==> src/rtl/i2cm_pkg.sv <==
`default_nettype none

package i2cm_pkg;

    // Bits in one bus byte
    localparam int BITS_PER_BYTE = 8;

    // Function codes carried by an input item
    localparam logic [2:0] FUNC_TICK  = 3'd0;
    localparam logic [2:0] FUNC_START = 3'd1;
    localparam logic [2:0] FUNC_STOP  = 3'd2;
    localparam logic [2:0] FUNC_ACK   = 3'd3;
    localparam logic [2:0] FUNC_WRITE = 3'd4;
    localparam logic [2:0] FUNC_READ  = 3'd5;

    // Phase numbering of the byte sequences
    localparam logic [5:0] WR_ACK_PHASE  = 6'(2 * BITS_PER_BYTE);
    localparam logic [5:0] RD_LAST_PHASE = 6'(3 * BITS_PER_BYTE - 1);
    localparam logic [3:0] BYTE_BITS     = 4'(BITS_PER_BYTE);

    // Read bit slots: SCL high, sample and SCL low, idle
    localparam logic [1:0] RD_SLOT_HIGH   = 2'd0;
    localparam logic [1:0] RD_SLOT_SAMPLE = 2'd1;
    localparam logic [1:0] RD_SLOT_IDLE   = 2'd2;

    // Active sequence, one-hot
    typedef enum logic [5:0] {
        CMD_IDLE  = 6'b000001,
        CMD_START = 6'b000010,
        CMD_STOP  = 6'b000100,
        CMD_ACK   = 6'b001000,
        CMD_WRITE = 6'b010000,
        CMD_READ  = 6'b100000
    } t_cmd;

    typedef struct packed {
        logic [2:0] func;
        logic [7:0] data;
        logic       ack_level;
        logic       sda_in;
    } t_in_item;

    typedef struct packed {
        logic       scl_level;
        logic       sda_level;
        logic       sda_drive_en;
        logic       busy_res;
        logic       done_res;
        logic [7:0] read_byte;
        logic       ack_seen;
        logic       rejected;
    } t_out_item;

endpackage

`default_nettype wire

==> src/rtl/i2cm_core.sv <==
`default_nettype none

module i2cm_core (
    input  wire logic               i_clk,
    input  wire logic               i_rst_n,
    input  wire logic               i_step,
    input  wire i2cm_pkg::t_in_item i_item,
    input  wire logic [15:0]        i_phase_ticks,
    output i2cm_pkg::t_out_item     o_result
);
    import i2cm_pkg::*;

    t_cmd        r_cmd, n_cmd;
    logic [5:0]  r_phase, n_phase;
    logic [15:0] r_div, n_div;
    logic [7:0]  r_shift, n_shift;
    logic [3:0]  r_bit, n_bit;
    logic [1:0]  r_sub, n_sub;
    logic        r_scl, n_scl;
    logic        r_sda, n_sda;
    logic        r_sda_en, n_sda_en;
    logic        r_ack, n_ack;
    logic [7:0]  r_read, n_read;

    logic        busy;
    logic        phase_end;
    logic        fin;
    logic        rej;
    logic [15:0] div_inc;
    logic [15:0] lim;
    logic [7:0]  shift_nx;
    logic [3:0]  bit_nx;

    assign busy     = (r_cmd != CMD_IDLE);
    assign div_inc  = r_div + 16'd1;
    assign lim      = (i_phase_ticks == 16'd0) ? 16'd1 : i_phase_ticks;
    assign shift_nx = {r_shift[6:0], 1'b0};
    assign bit_nx   = r_bit + 4'd1;

    // Next state for one item
    always_comb begin
        n_cmd     = r_cmd;
        n_phase   = r_phase;
        n_div     = r_div;
        n_shift   = r_shift;
        n_bit     = r_bit;
        n_sub     = r_sub;
        n_scl     = r_scl;
        n_sda     = r_sda;
        n_sda_en  = r_sda_en;
        n_ack     = r_ack;
        n_read    = r_read;
        phase_end = 1'b0;
        fin       = 1'b0;
        rej       = 1'b0;

        // Tick: divide down to phase ends
        if (i_item.func == FUNC_TICK) begin
            if (busy) begin
                n_div = div_inc;
                if (div_inc >= lim) begin
                    n_div     = 16'd0;
                    phase_end = 1'b1;
                end
            end
        end else if (i_item.func <= FUNC_READ) begin
            if (busy) begin
                rej = 1'b1;
            end else begin
                n_phase = 6'd0;
                n_div   = 16'd0;
                n_bit   = 4'd0;
                n_sub   = RD_SLOT_HIGH;
                unique case (i_item.func)
                    FUNC_START: begin
                        n_cmd    = CMD_START;
                        n_sda_en = 1'b1;
                        n_sda    = 1'b1;
                        n_scl    = 1'b1;
                    end
                    FUNC_STOP: begin
                        n_cmd    = CMD_STOP;
                        n_sda_en = 1'b1;
                        n_sda    = 1'b0;
                    end
                    FUNC_ACK: begin
                        n_cmd    = CMD_ACK;
                        n_sda_en = 1'b1;
                        n_sda    = i_item.ack_level;
                    end
                    FUNC_WRITE: begin
                        n_cmd    = CMD_WRITE;
                        n_sda_en = 1'b1;
                        n_shift  = i_item.data;
                        n_sda    = i_item.data[7];
                    end
                    default: begin
                        n_cmd    = CMD_READ;
                        n_sda    = 1'b1;
                        n_sda_en = 1'b0;
                        n_shift  = 8'd0;
                    end
                endcase
            end
        end

        // Pin changes at the end of a phase
        if (phase_end) begin
            unique case (r_cmd)
                CMD_START: begin
                    if (r_phase == 6'd0)      n_sda = 1'b0;
                    else if (r_phase == 6'd1) n_scl = 1'b0;
                    else                      fin   = 1'b1;
                end
                CMD_STOP: begin
                    if (r_phase == 6'd0)      n_scl = 1'b1;
                    else if (r_phase == 6'd1) n_sda = 1'b1;
                    else                      fin   = 1'b1;
                end
                CMD_ACK: begin
                    if (r_phase == 6'd0)      n_scl = 1'b1;
                    else if (r_phase == 6'd1) n_scl = 1'b0;
                    else                      fin   = 1'b1;
                end
                CMD_WRITE: begin
                    if (r_phase < WR_ACK_PHASE) begin
                        if (!r_phase[0]) begin
                            n_scl = 1'b1;
                        end else begin
                            n_scl   = 1'b0;
                            n_shift = shift_nx;
                            n_bit   = bit_nx;
                            if (bit_nx < BYTE_BITS) begin
                                n_sda = shift_nx[7];
                            end else begin
                                // last bit out: let the slave drive the ack
                                n_sda    = 1'b1;
                                n_sda_en = 1'b0;
                            end
                        end
                    end else if (r_phase == WR_ACK_PHASE) begin
                        n_scl = 1'b1;
                    end else begin
                        n_ack = i_item.sda_in;
                        n_scl = 1'b0;
                        fin   = 1'b1;
                    end
                end
                CMD_READ: begin
                    unique case (r_sub)
                        RD_SLOT_HIGH: begin
                            n_scl = 1'b1;
                        end
                        RD_SLOT_SAMPLE: begin
                            n_shift = {r_shift[6:0], i_item.sda_in};
                            n_bit   = bit_nx;
                            n_scl   = 1'b0;
                        end
                        default: ;
                    endcase
                    n_sub = (r_sub == RD_SLOT_IDLE) ? RD_SLOT_HIGH : r_sub + 2'd1;
                    if (r_phase >= RD_LAST_PHASE) begin
                        n_scl  = 1'b0;
                        n_read = n_shift;
                        fin    = 1'b1;
                    end
                end
                default: fin = 1'b1;
            endcase

            if (fin) begin
                n_cmd   = CMD_IDLE;
                n_phase = 6'd0;
                n_sub   = RD_SLOT_HIGH;
            end else begin
                n_phase = r_phase + 6'd1;
            end
        end
    end

    // Result shows the state after the item
    always_comb begin
        o_result.scl_level    = n_scl;
        o_result.sda_level    = n_sda;
        o_result.sda_drive_en = n_sda_en;
        o_result.busy_res     = (n_cmd != CMD_IDLE);
        o_result.done_res     = fin;
        o_result.read_byte    = n_read;
        o_result.ack_seen     = n_ack;
        o_result.rejected     = rej;
    end

    // Engine state
    always_ff @(posedge i_clk) begin
        if (!i_rst_n) begin
            r_cmd    <= CMD_IDLE;
            r_phase  <= 6'd0;
            r_div    <= 16'd0;
            r_shift  <= 8'd0;
            r_bit    <= 4'd0;
            r_sub    <= RD_SLOT_HIGH;
            r_scl    <= 1'b1;
            r_sda    <= 1'b1;
            r_sda_en <= 1'b1;
            r_ack    <= 1'b0;
            r_read   <= 8'd0;
        end else if (i_step) begin
            r_cmd    <= n_cmd;
            r_phase  <= n_phase;
            r_div    <= n_div;
            r_shift  <= n_shift;
            r_bit    <= n_bit;
            r_sub    <= n_sub;
            r_scl    <= n_scl;
            r_sda    <= n_sda;
            r_sda_en <= n_sda_en;
            r_ack    <= n_ack;
            r_read   <= n_read;
        end
    end

    // Checks
    a_done_idle: assert property (@(posedge i_clk) disable iff (!i_rst_n)
        o_result.done_res |-> !o_result.busy_res)
        else $error("done reported while a sequence is still running");

    a_rej_busy: assert property (@(posedge i_clk) disable iff (!i_rst_n)
        o_result.rejected |-> (busy && !o_result.done_res))
        else $error("command rejected while idle");

    a_idle_clean: assert property (@(posedge i_clk) disable iff (!i_rst_n)
        (r_cmd == CMD_IDLE) |-> (r_phase == 6'd0 && r_div == 16'd0 && r_sub == RD_SLOT_HIGH))
        else $error("phase counters not cleared while idle");

    a_read_slot: assert property (@(posedge i_clk) disable iff (!i_rst_n)
        (r_cmd == CMD_READ) |-> (r_sub <= RD_SLOT_IDLE))
        else $error("read bit slot out of range");

endmodule

`default_nettype wire

==> src/rtl/i2c_master_byte_engine.sv <==
`default_nettype none

// Bit-level I2C master. Command items (start, stop, ack, write byte, read byte)
// start a pin sequence; tick items advance it one bus phase every phase_ticks
// ticks and carry the sampled SDA level. Every accepted item, tick or command,
// returns exactly one result with the SCL/SDA drive, busy, a done pulse, the
// last read byte, the last write acknowledge and a flag for a command refused
// while busy. One item is taken per clock while the result register is free or
// its result is taken; the item is registered on acceptance and its result is
// loaded into the result register when the item steps. The combinational
// next-state step of the phase engine sets that rate. The user writes
// phase_ticks through the configuration channel only while idle; not enforced.
module i2c_master_byte_engine (
    input  wire logic               i_clk,
    input  wire logic               i_rst_n,
    input  wire logic               i_in_valid,
    output      logic               o_in_ready,
    input  wire i2cm_pkg::t_in_item i_in_item,
    output      logic               o_out_valid,
    input  wire logic               i_out_ready,
    output i2cm_pkg::t_out_item     o_out_item,
    input  wire logic               i_cfg_valid,
    output      logic               o_cfg_ready,
    input  wire logic [15:0]        i_cfg_data
);
    import i2cm_pkg::*;

    logic        r_in_valid;
    t_in_item    r_in_item;
    logic        r_out_valid;
    t_out_item   r_out_item;
    logic [15:0] r_phase_ticks;
    logic        step;
    logic        in_fire;
    t_out_item   result;

    assign step        = r_in_valid && (!r_out_valid || i_out_ready);
    assign o_in_ready  = !r_in_valid || step;
    assign in_fire     = i_in_valid && o_in_ready;
    assign o_cfg_ready = 1'b1;
    assign o_out_valid = r_out_valid;
    assign o_out_item  = r_out_item;

    // Configuration register
    always_ff @(posedge i_clk) begin
        if (!i_rst_n) begin
            r_phase_ticks <= 16'd1;
        end else if (i_cfg_valid) begin
            r_phase_ticks <= i_cfg_data;
        end
    end

    // Input and result valid flags
    always_ff @(posedge i_clk) begin
        if (!i_rst_n) begin
            r_in_valid  <= 1'b0;
            r_out_valid <= 1'b0;
        end else begin
            if (in_fire)   r_in_valid <= 1'b1;
            else if (step) r_in_valid <= 1'b0;
            if (step)             r_out_valid <= 1'b1;
            else if (i_out_ready) r_out_valid <= 1'b0;
        end
    end

    // Payload registers
    always_ff @(posedge i_clk) begin
        if (in_fire) r_in_item  <= i_in_item;
        if (step)    r_out_item <= result;
    end

    i2cm_core u_core (
        .i_clk         (i_clk),
        .i_rst_n       (i_rst_n),
        .i_step        (step),
        .i_item        (r_in_item),
        .i_phase_ticks (r_phase_ticks),
        .o_result      (result)
    );

    // Checks
    a_out_hold: assert property (@(posedge i_clk) disable iff (!i_rst_n)
        (r_out_valid && !i_out_ready) |=> (r_out_valid && $stable(r_out_item)))
        else $error("stalled result overwritten");

    a_step_needs_item: assert property (@(posedge i_clk) disable iff (!i_rst_n)
        !o_in_ready |-> (r_in_valid && r_out_valid))
        else $error("input stalled with room downstream");

    a_in_hold: assert property (@(posedge i_clk) disable iff (!i_rst_n)
        (r_in_valid && !step) |=> (r_in_valid && $stable(r_in_item)))
        else $error("held input item lost");

endmodule

`default_nettype wire
==> config.mk <==
export PLATFORM = sky130hd
export DESIGN_NAME = i2c_master_byte_engine
export DESIGN_NICKNAME = d
export VERILOG_FILES = /design/src/rtl/i2cm_pkg.sv /design/src/rtl/i2cm_core.sv /design/src/rtl/i2c_master_byte_engine.sv
export SDC_FILE = /design/constraint.sdc
export NUM_CORES = 1
export LEC_CHECK = 0
export BUFFER_PORTS_ARGS = -buffer_cell sky130_fd_sc_hd__buf_4
export CAP_MARGIN = 15
export CORE_ASPECT_RATIO = 1.25
export CORE_MARGIN = 5
export CORE_UTILIZATION = 50
export CTS_BUF_LIST = sky130_fd_sc_hd__clkbuf_8
export DETAILED_ROUTE_END_ITERATION = 10
export PLACE_DENSITY_LB_ADDON = 0.3
export SLEW_MARGIN = 0
export SYNTH_ARGS = -nofsm -noshare
export SYNTH_HDL_FRONTEND = slang
export SYNTH_SLANG_ARGS = --single-unit
==> constraint.sdc <==
create_clock -name i_clk -period 4.55 [get_ports i_clk]
set_clock_uncertainty 0.2 [all_clocks]
set_input_delay 0.91 -clock i_clk [delete_from_list [all_inputs] [get_ports i_clk]]
set_output_delay 0.91 -clock i_clk [all_outputs]
set_load 0.05 [all_outputs]
* After elaboration in Yosys (flattened, before gate mapping) *
Cells that the tools add are included.

cells by class
  add/subtract/negate cells = 4
  $lt $le $gt $ge = 5
  equal/unequal tests = 19
  multiplexer cells = 99
  bitwise operators = 1
  reductions and logical operators = 20

operator list
  operator                                                               number
  16-bit 2-to-1 mux                                                      6
  8-bit 2-to-1 mux                                                       10
  6-bit 2-to-1 mux                                                       10
  1-bit 2-to-1 mux                                                       50
  8-bit one-hot mux with 2 select lines                                  2
  4-bit 2-to-1 mux                                                       7
  6-bit one-hot mux with 4 select lines                                  1
  16-bit by 1-bit adder with 16-bit output, second input constant        1
  16-bit greater-or-equal comparator                                     1
  16-bit logical NOT                                                     1
  2-bit 2-to-1 mux                                                       7
  6-bit by 5-bit equality test with 1-bit output, second input constant  2
  6-bit by 1-bit != test with 1-bit output, second input constant        2
  1-bit one-hot mux with 3 select lines                                  3
  4-bit one-hot mux with 2 select lines                                  1
  4-bit AND reduction                                                    2
  2-bit nonzero test                                                     4
  6-bit by 1-bit adder with 6-bit output, second input constant          1
  3-bit by 2-bit equality test with 1-bit output, second input constant  2
  6-bit by 1-bit equality test with 1-bit output, second input constant  1
  6-bit by 2-bit equality test with 1-bit output, second input constant  1
  6-bit by 3-bit equality test with 1-bit output, second input constant  1
  6-bit by 4-bit equality test with 1-bit output, second input constant  1
  6-bit equality test, second input constant                             1
  24 further kinds                                                       30

storage, ports and cells
  register bits = 100
  input port bits = 34
  output and inout bits = 18
  logic and storage cells = 174

* Longest topological paths before layout *
Gate-level depths: netlist (run 1).

  depth in word-level cells = 11
  depth in mapped cells = 16
  mapped depth without buffers = 14

* Modules after synthesis *
From an unflattened synthesis (run 1), not the netlist that was laid out.

unflattened totals
  cell total of the unflattened synthesis = 621
  area, all modules = 5681.7 um^2

by module, submodules not included
  module                  instances  cells an instance  area an instance (um^2)  sequential area each (um^2)
  i2cm_core               1          531                4132.7                   1081.0
  i2c_master_byte_engine  1          90                 1549.0                   1201.2

* Worst setup path after synthesis (run 1) *
OpenSTA, ideal clock, no wires.

  kind = register -> register
  start point = register u_core.r_div[0]
  end point = register r_out_item, in the netlist o_out_item[2] (data pin)
  library setup time = 267 ps
  arrival time = 3356 ps
  required time = 4083 ps
  setup slack = 727 ps
  stages on the path, launching flop included = 16
  buffers on the path = 2
  clock period less this slack = 3823 ps
  cell sequence = dfxtp_1 ha_1 nand3_1 nor2_1 and3_1 clkbuf_1 and3_1 xor2_1 ha_1 a21oi_1 nand2_1 a221oi_1 o31ai_4 nand4_2 clkbuf_1 o21ai_0

RTL lines
  what                    line                          text
  start, declared         i2cm_core.sv:15               logic [15:0] r_div, n_div;
  start signal, assigned  i2cm_core.sv:210              r_div <= n_div;
  end signal, assigned    i2c_master_byte_engine.sv:69  if (step) r_out_item <= result;
  end, declared           i2c_master_byte_engine.sv:31  t_out_item r_out_item;

* Worst setup path after layout (run 1) *
  start point = register u_core.r_div[2]
  end point = register u_core.r_phase[4]

on the way
  word-level cells in the longest chain between the ends = 7
  elaborated cells between the ends (all ways) = 10
  those cells by class = 1 x add/sub; 1 x order compare; 2 x eq/ne; 4 x mux; 2 x reduce/logical

RTL lines
  what                                                          line              text
  16-bit by 1-bit adder with 16-bit output (*)                  i2cm_core.sv:35   assign div_inc = r_div + 16'd1;
  16-bit greater-or-equal comparator (*)                        i2cm_core.sv:61   if (div_inc >= lim) begin
  1-bit 2-to-1 mux (*)                                          i2cm_core.sv:61
  1-bit 2-to-1 mux (*)                                          i2cm_core.sv:59   if (busy) begin
  1-bit 2-to-1 mux (*)                                          i2cm_core.sv:58   if (i_item.func == FUNC_TICK) begin
  2-bit != test (no source line), or another cell as far along  -
  4-bit AND reduction (no source line)                          -
  end signal, assigned                                          i2cm_core.sv:209  r_phase <= n_phase;
  end, declared                                                 i2cm_core.sv:14   logic [5:0] r_phase, n_phase;

Every way passes the cells marked *; elsewhere a longest branch is shown, timed or not.
A chain may end at the register's enable or synchronous reset.

==> results of run 1 <==
## cell families after synthesis
logic type	synth area share, %
other cells	0.0668
compound gates	19.2
flops	40.7
buf+inv	4.81
xor+xnor	2.65
fa+ha+maj	4.68
simple gates	22.9
mux	5.02
## Yosys cell counts, drive strengths merged, types with 4 or more instances
library cell   n  area [µm²]
xor2          11        96.3
o21ai         36         191
or3            4        25.0
a211oi         4        30.0
mux2           9         101
and2           7        43.8
nand3         25         130
buf           15         105
nand4         12        87.6
nor4           6        65.1
dfxtp         72        1440
a31oi         10        62.6
mux2i         18         180
nand2         59         224
nand2b         4        25.0
inv           23        86.3
nor3           9        56.3
nor2          34         140
ha            21         263
and3          18         118
a21o           6        45.0
a21boi        14         105
edfxtp        28         841
a21oi         26         130
a22oi          8        60.1
clkbuf        21        78.8
xnor2          6        52.6
nor2b         27         169
and3b          7        61.3
o211ai        13        97.6
## per-stage QoR
stage | hold slack, ns | power [mW] | util, % | setup WS, ns | cell area [µm²]
floorplan | 0.242 | 1.13 | - | 0.727 | 5610
global placement | 0.256 | 1.20 | 54.5 | 0.408 | 6010
detailed placement | 0.273 | 1.21 | 54.5 | 0.227 | 6010
CTS | 0.288 | 1.77 | 56.3 | 0.184 | 6200
global route | 0.325 | 1.83 | 56.4 | 0.0490 | 6220
finish | 0.282 | 1.75 | 56.4 | 0.367 | 6220
## placed cells by master, fill, tap and decap left out, types with 4 or more instances in the layout
cell type  synthesis  layout
a211oi_1           4       4
a21boi_0          12      12
a21o_1             6       6
a21oi_1           26      26
a22oi_1            8       8
a31oi_1           10      10
and2_1             6       6
and3_1            17      17
and3b_1            7       7
buf_4              2      55
clkbuf_8           0      10
dfxtp_1           72      72
edfxtp_1          28      28
ha_1              21      21
inv_1             23      25
mux2_2             9       9
mux2i_1           18      18
nand2_1           58      58
nand2b_1           4       4
nand3_1           24      24
nand4_1           10      10
nor2_1            31      31
nor2b_1           27      27
nor3_1             8       8
o211ai_1          13      13
o21ai_0           33      33
or3_1              4       4
xnor2_1            6       6
xor2_1            11      11
## timing repair
action                                  CTS  global route
setup buffers                             0             0
endpoints found under the setup margin    0            19
resized for setup                         0             2
hold buffers                              0             0
## sequential cells by signal (all words and copies together) (netlist names)
register / count
r_in_valid: 1
u_core.r_phase: 6
u_core.r_cmd: 6
u_core.r_ack: 1
r_in_item: 13
u_core.r_sda_en: 1
u_core.r_sub: 2
r_phase_ticks: 16
u_core.r_scl: 1
u_core.r_bit: 4
u_core.r_read: 8
u_core.r_div: 16
o_out_valid: 1
o_out_item: 15
u_core.r_sda: 1
u_core.r_shift: 8
## layer usage
metal	track usage (%)	routed length [µm]	up-vias	share of wire, %
met5	0	0	-	0
met4	8.35	372	0	2.7
met3	3.81	752	30	5.5
met2	37.0	7080	154	52
met1	23.0	5360	2224	40
li1	-	-	2280	-
## power groups by stage
stage	logic, mW	registers, mW	clock network (mW)
CTS	0.221	0.968	0.577
finish	0.221	0.969	0.564
detailed placement	0.220	0.988	0
floorplan	0.133	1.00	0
global placement	0.215	0.988	0
global route	0.240	0.972	0.615
## worst paths after layout
kind               startpoint                 to
min reg2reg  u_core.r_read[0]   u_core.r_read[0]
max reg2reg   u_core.r_div[2]  u_core.r_phase[4]
max           u_core.r_div[2]  u_core.r_phase[4]
min          u_core.r_read[0]   u_core.r_read[0]
## worst max-delay path, delay by kind of cell (launching register included)
kind,cells,cell delay [ns]
compound gates,7,1.82
xor+xnor,1,0.16
fa+ha+maj,1,0.32
flops,1,0.46
simple gates,5,1.14
## cell type report
class	instances	area share, %
multi-input cells	448	49.4
flip-flops and latches	100	36.7
clock buffers	10	2.21
repair buffers	55	6.64
clock inverters	6	0.905
inverters	23	1.39
well taps	135	2.72
==> impl_metrics.yaml, run 1 <==
grt:
  track_usage_pct: 20.2
  grt_pass1_vias: 4704
  grt_pass1_wl_um: 22600
  antenna_found_initial: 0
  grt_max_degree: 68
  gr-total-overflow: 0
critical_path:
  crit_required_ns: 4.64
  reg2reg_setup_slack_ns: 0.37
  cpMaxStageDelayCell: "o21ai_1"
  start_kind: "register"
  rr_worst_depth: 14
  path_max_fanout: 10
  arrival_ns: 4.27
  max_stage_delay_ns: 0.52
  crit_chain: "nand3_1 > nor2_1 > and3_1 > and3_1 > nand3_1 > xnor2_1 > ha_1 > a21oi_1 > o21ai_0 > a221oi_2 > o31ai_4 > o21ai_1 > a22oi_1 > o22ai_1"
  path_class: "reg2reg"
  cp-end-kind: "register"
logic_synthesis:
  syn_nets: 662
  yosysWarnings: 0
  ys_async_sr_fraction_pct: 0
  synth-seq-cells: 100
  synth_edf_count: 28
  synth_cells: 607
  ys_types: 80
  ys.flop_type: "dfxtp_1"
  syn_area_um2: 5610
  avgSynthCellArea_um2: 9.25
  ys_seq_area_share_pct: 40.7
route:
  drt_iter0_markers: 258
  post_drt_via_cell_ratio: 6.03
  via_count: 4688
  finalWirelength_um: 13600
  ant_nets: 0
  avgRoutedWirePerCell_um: 17.5
  dr.pass1.iters: 6
  route.detailed.drc: 0
timing:
  tightest_slew_ns: 1.14
  setup-violations-final: 0
  period_needed_ns: 4.18
  final-hold-violation-count: 0
  slew_viol_final: 0
  max_freq_mhz: 239
  setup_tns_ns: 0
  finalCritPeriodShare_pct: 91.9
  relSlewSlack_pct: 23.7
  rsz0062_at_grt: "no"
clock_network:
  cts_max_level: 3
  tritoncts: "built"
  clk_path_buf_depth: 2
  clk_latency_ns: 0.37
  clkTransAtPathRegs_ns: 0.10
  root_buffer: "clkbuf_8"
  clock_sinks: 100
  cts_buffers: 9
finish:
  syn_to_final_growth_pct: 10.8
  diodes: 0
  ff_latch_area_um2: 2280
  drive_above_1_share_pct: 16.0
  multiInputGateArea_um2: 3080
  nets: 692
  fin_cells: 777
  fillers: 957
power:
  switching_share_pct: 26.5
  clock_power_share_pct: 32.2
  p_int_mw: 1.29
  p_leak_nw: 2.51
  power_frac_comb_pct: 12.6
  power_switching_mw: 0.464
  irDropWorstVdd_mv: 0.134
  seqPwrFrac_pct: 55.2
  powerDensity_nw_per_um2: 282
floorplan:
  start_util_pct: 50.9
  die-area_um2: 13500
  die_h_um: 128
  die_w_um: 105
  fp-row-count: 43
  fp.coreArea_um2: 11000
  io-pin-count: 52
job:
  cap_violations: 0
placement:
  port_buffers: 50
  gp_congestion: 0.893
  placed_cells: 761
  hpwl_um: 9840
hold_path:
  hp-class: "reg2reg"
  hold_depth: 2
run_status:
  outcome: "completed"
(Power assumes the default switching activity.)
==> inputs of run 2 (changes only) <==
--- a/config.mk
+++ b/config.mk
@@ -12,7 +12,7 @@
 export CORE_UTILIZATION = 50
 export CTS_BUF_LIST = sky130_fd_sc_hd__clkbuf_8
 export DETAILED_ROUTE_END_ITERATION = 10
-export PLACE_DENSITY_LB_ADDON = 0.3
+export PLACE_DENSITY = 0.77
 export SLEW_MARGIN = 0
 export SYNTH_ARGS = -nofsm -noshare
 export SYNTH_HDL_FRONTEND = slang
==> constraint.sdc (replaced) <==
create_clock -name i_clk -period 4.3 [get_ports i_clk]
set_clock_uncertainty 0.2 [all_clocks]
set_input_delay 0.86 -clock i_clk [delete_from_list [all_inputs] [get_ports i_clk]]
set_output_delay 0.86 -clock i_clk [all_outputs]
set_load 0.05 [all_outputs]
==> impl_metrics.yaml, run 2 (synthesis gave the netlist of run 1 again) <==
critical_path:
  start_kind: "register"
  crit_chain: "ha_1 > nand3_1 > nor2_1 > and3_1 > nand3_1 > xnor2_1 > ha_1 > nand4_1 > o31ai_4 > nand2_1 > o31ai_4 > nor2_1"
  arrival_ns: 4.06
  cp_num_buf_inv: 0
  crit_required_ns: 4.36
  cp-end-kind: "register"
  max_stage_delay_ns: 0.59
  path_max_fanout: 10
  cpMaxStageDelayCell: "o31ai_4"
  path_class: "reg2reg"
  crit_family: "simple AND/OR/NAND/NOR gates"
clock_network:
  cts_buffers: 9
  tritoncts: "built"
  cts.hold.buffers_added: 0
  root_buffer: "clkbuf_8"
  cts_max_level: 3
  post_cts_resized: 0
  clk_latency_ns: 0.39
  clock_sinks: 100
  clk_path_buf_depth: 2
  clkTransAtPathRegs_ns: 0.10
  post_cts_buffers: 0
placement:
  hpwl_um: 9920
  port_buffers: 50
  placed_cells: 767
  post-place-ws_ns: 0.139
  gp_congestion: 0.912
floorplan:
  die-area_um2: 13500
  die_w_um: 105
  start_util_pct: 50.9
  die_h_um: 128
  fp.coreArea_um2: 11000
  fp-row-count: 43
  io-pin-count: 52
route:
  via_count: 4746
  ant_nets: 0
  dr.pass1.iters: 5
  drt_iter0_markers: 272
  route.detailed.drc: 0
  post_drt_via_cell_ratio: 6.06
  finalWirelength_um: 13800
  avgRoutedWirePerCell_um: 17.6
timing:
  period_needed_ns: 4.00
  setup_tns_ns: 0
  rsz0062_at_grt: "no"
  final.setup.worst_slack_ns: 0.297
  finalCritPeriodShare_pct: 93.1
  tightest_slew_ns: 0.880
  final-hold-violation-count: 0
  max_freq_mhz: 250
  slew_viol_final: 0
  relSlewSlack_pct: 40.9
  setup-violations-final: 0
finish:
  fin_cells: 783
  syn_to_final_growth_pct: 12.0
  diodes: 0
  final_common_cell: "dfxtp_1"
  ff_latch_area_um2: 2280
  multiInputGateArea_um2: 3080
  fillers: 965
  layout_common_cells: "dfxtp_1 (72), buf_4 (61), nand2_1 (58)"
  drive_above_1_share_pct: 17.1
  nets: 698
grt:
  grt_max_degree: 68
  antenna_found_initial: 0
  grt_pass1_wl_um: 22400
  grt_pass1_vias: 4690
  gr-total-overflow: 0
  track_usage_pct: 20.2
power:
  p_leak_nw: 2.54
  powerDensity_nw_per_um2: 305
  finalPower_mw: 1.92
  irDropWorstVdd_mv: 0.133
job:
  cap_violations: 0
hold_path:
  hp-class: "reg2reg"
run_status:
  outcome: "completed"
## run 2: path summary, 6_finish.rpt
kind | depth (start not counted) | start | endpoint | slack [ns]
worst max register to register | 12 | u_core.r_div[0] | u_core.r_cmd[3] | 0.30
worst max-delay path | 12 | u_core.r_div[0] | u_core.r_cmd[3] | 0.30
worst min register to register | 2 | u_core.r_read[7] | u_core.r_read[7] | 0.28
worst min-delay path | 2 | u_core.r_read[7] | u_core.r_read[7] | 0.28
## run 2: worst register-to-register path, cell delays in order, from the launching register on
cell     delay [ns]
dfxtp_1        0.42
ha_1           0.27
nand3_1        0.15
nor2_1         0.16
and3_1         0.30
nand3_1        0.22
xnor2_1        0.18
ha_1           0.29
nand4_1        0.19
o31ai_4        0.59
nand2_1        0.38
o31ai_4        0.44
nor2_1         0.09
## run 2: through the flow
step	instance area (µm²)	util (%)	hold WS (ns)
2_1_floorplan	5610	-	0.242
3_3_place_gp	6060	54.9	0.256
3_5_place_dp	6060	54.9	0.263
4_1_cts	6270	56.8	0.277
5_1_grt	6280	57.0	0.309
6_report	6280	57.0	0.277
## run 2: area by class of cell
cell class                 instances  area share, %
inverter                          23           1.37
sequential                       100           36.3
clock buffer                      11           2.41
tap                              135           2.69
multi-input combinational        448           48.9
timing repair buffer              61           7.29
clock inverter                     5          0.995
## run 2: where the power goes
| group | switching [mW] | internal, mW | total, mW |
|---|---|---|---|
| Sequential | 0.0248 | 0.999 | 1.02 |
| Clock | 0.346 | 0.308 | 0.654 |
| Combinational | 0.152 | 0.0865 | 0.238 |
## run 2: metal layers
metal	part of all wire [%]	vias to the layer above	GRT usage, %
li1	-	2294	-
met1	41	2254	23.6
met2	51	170	35.8
met3	6.2	28	4.72
met4	2.1	0	8.28
met5	0	-	0
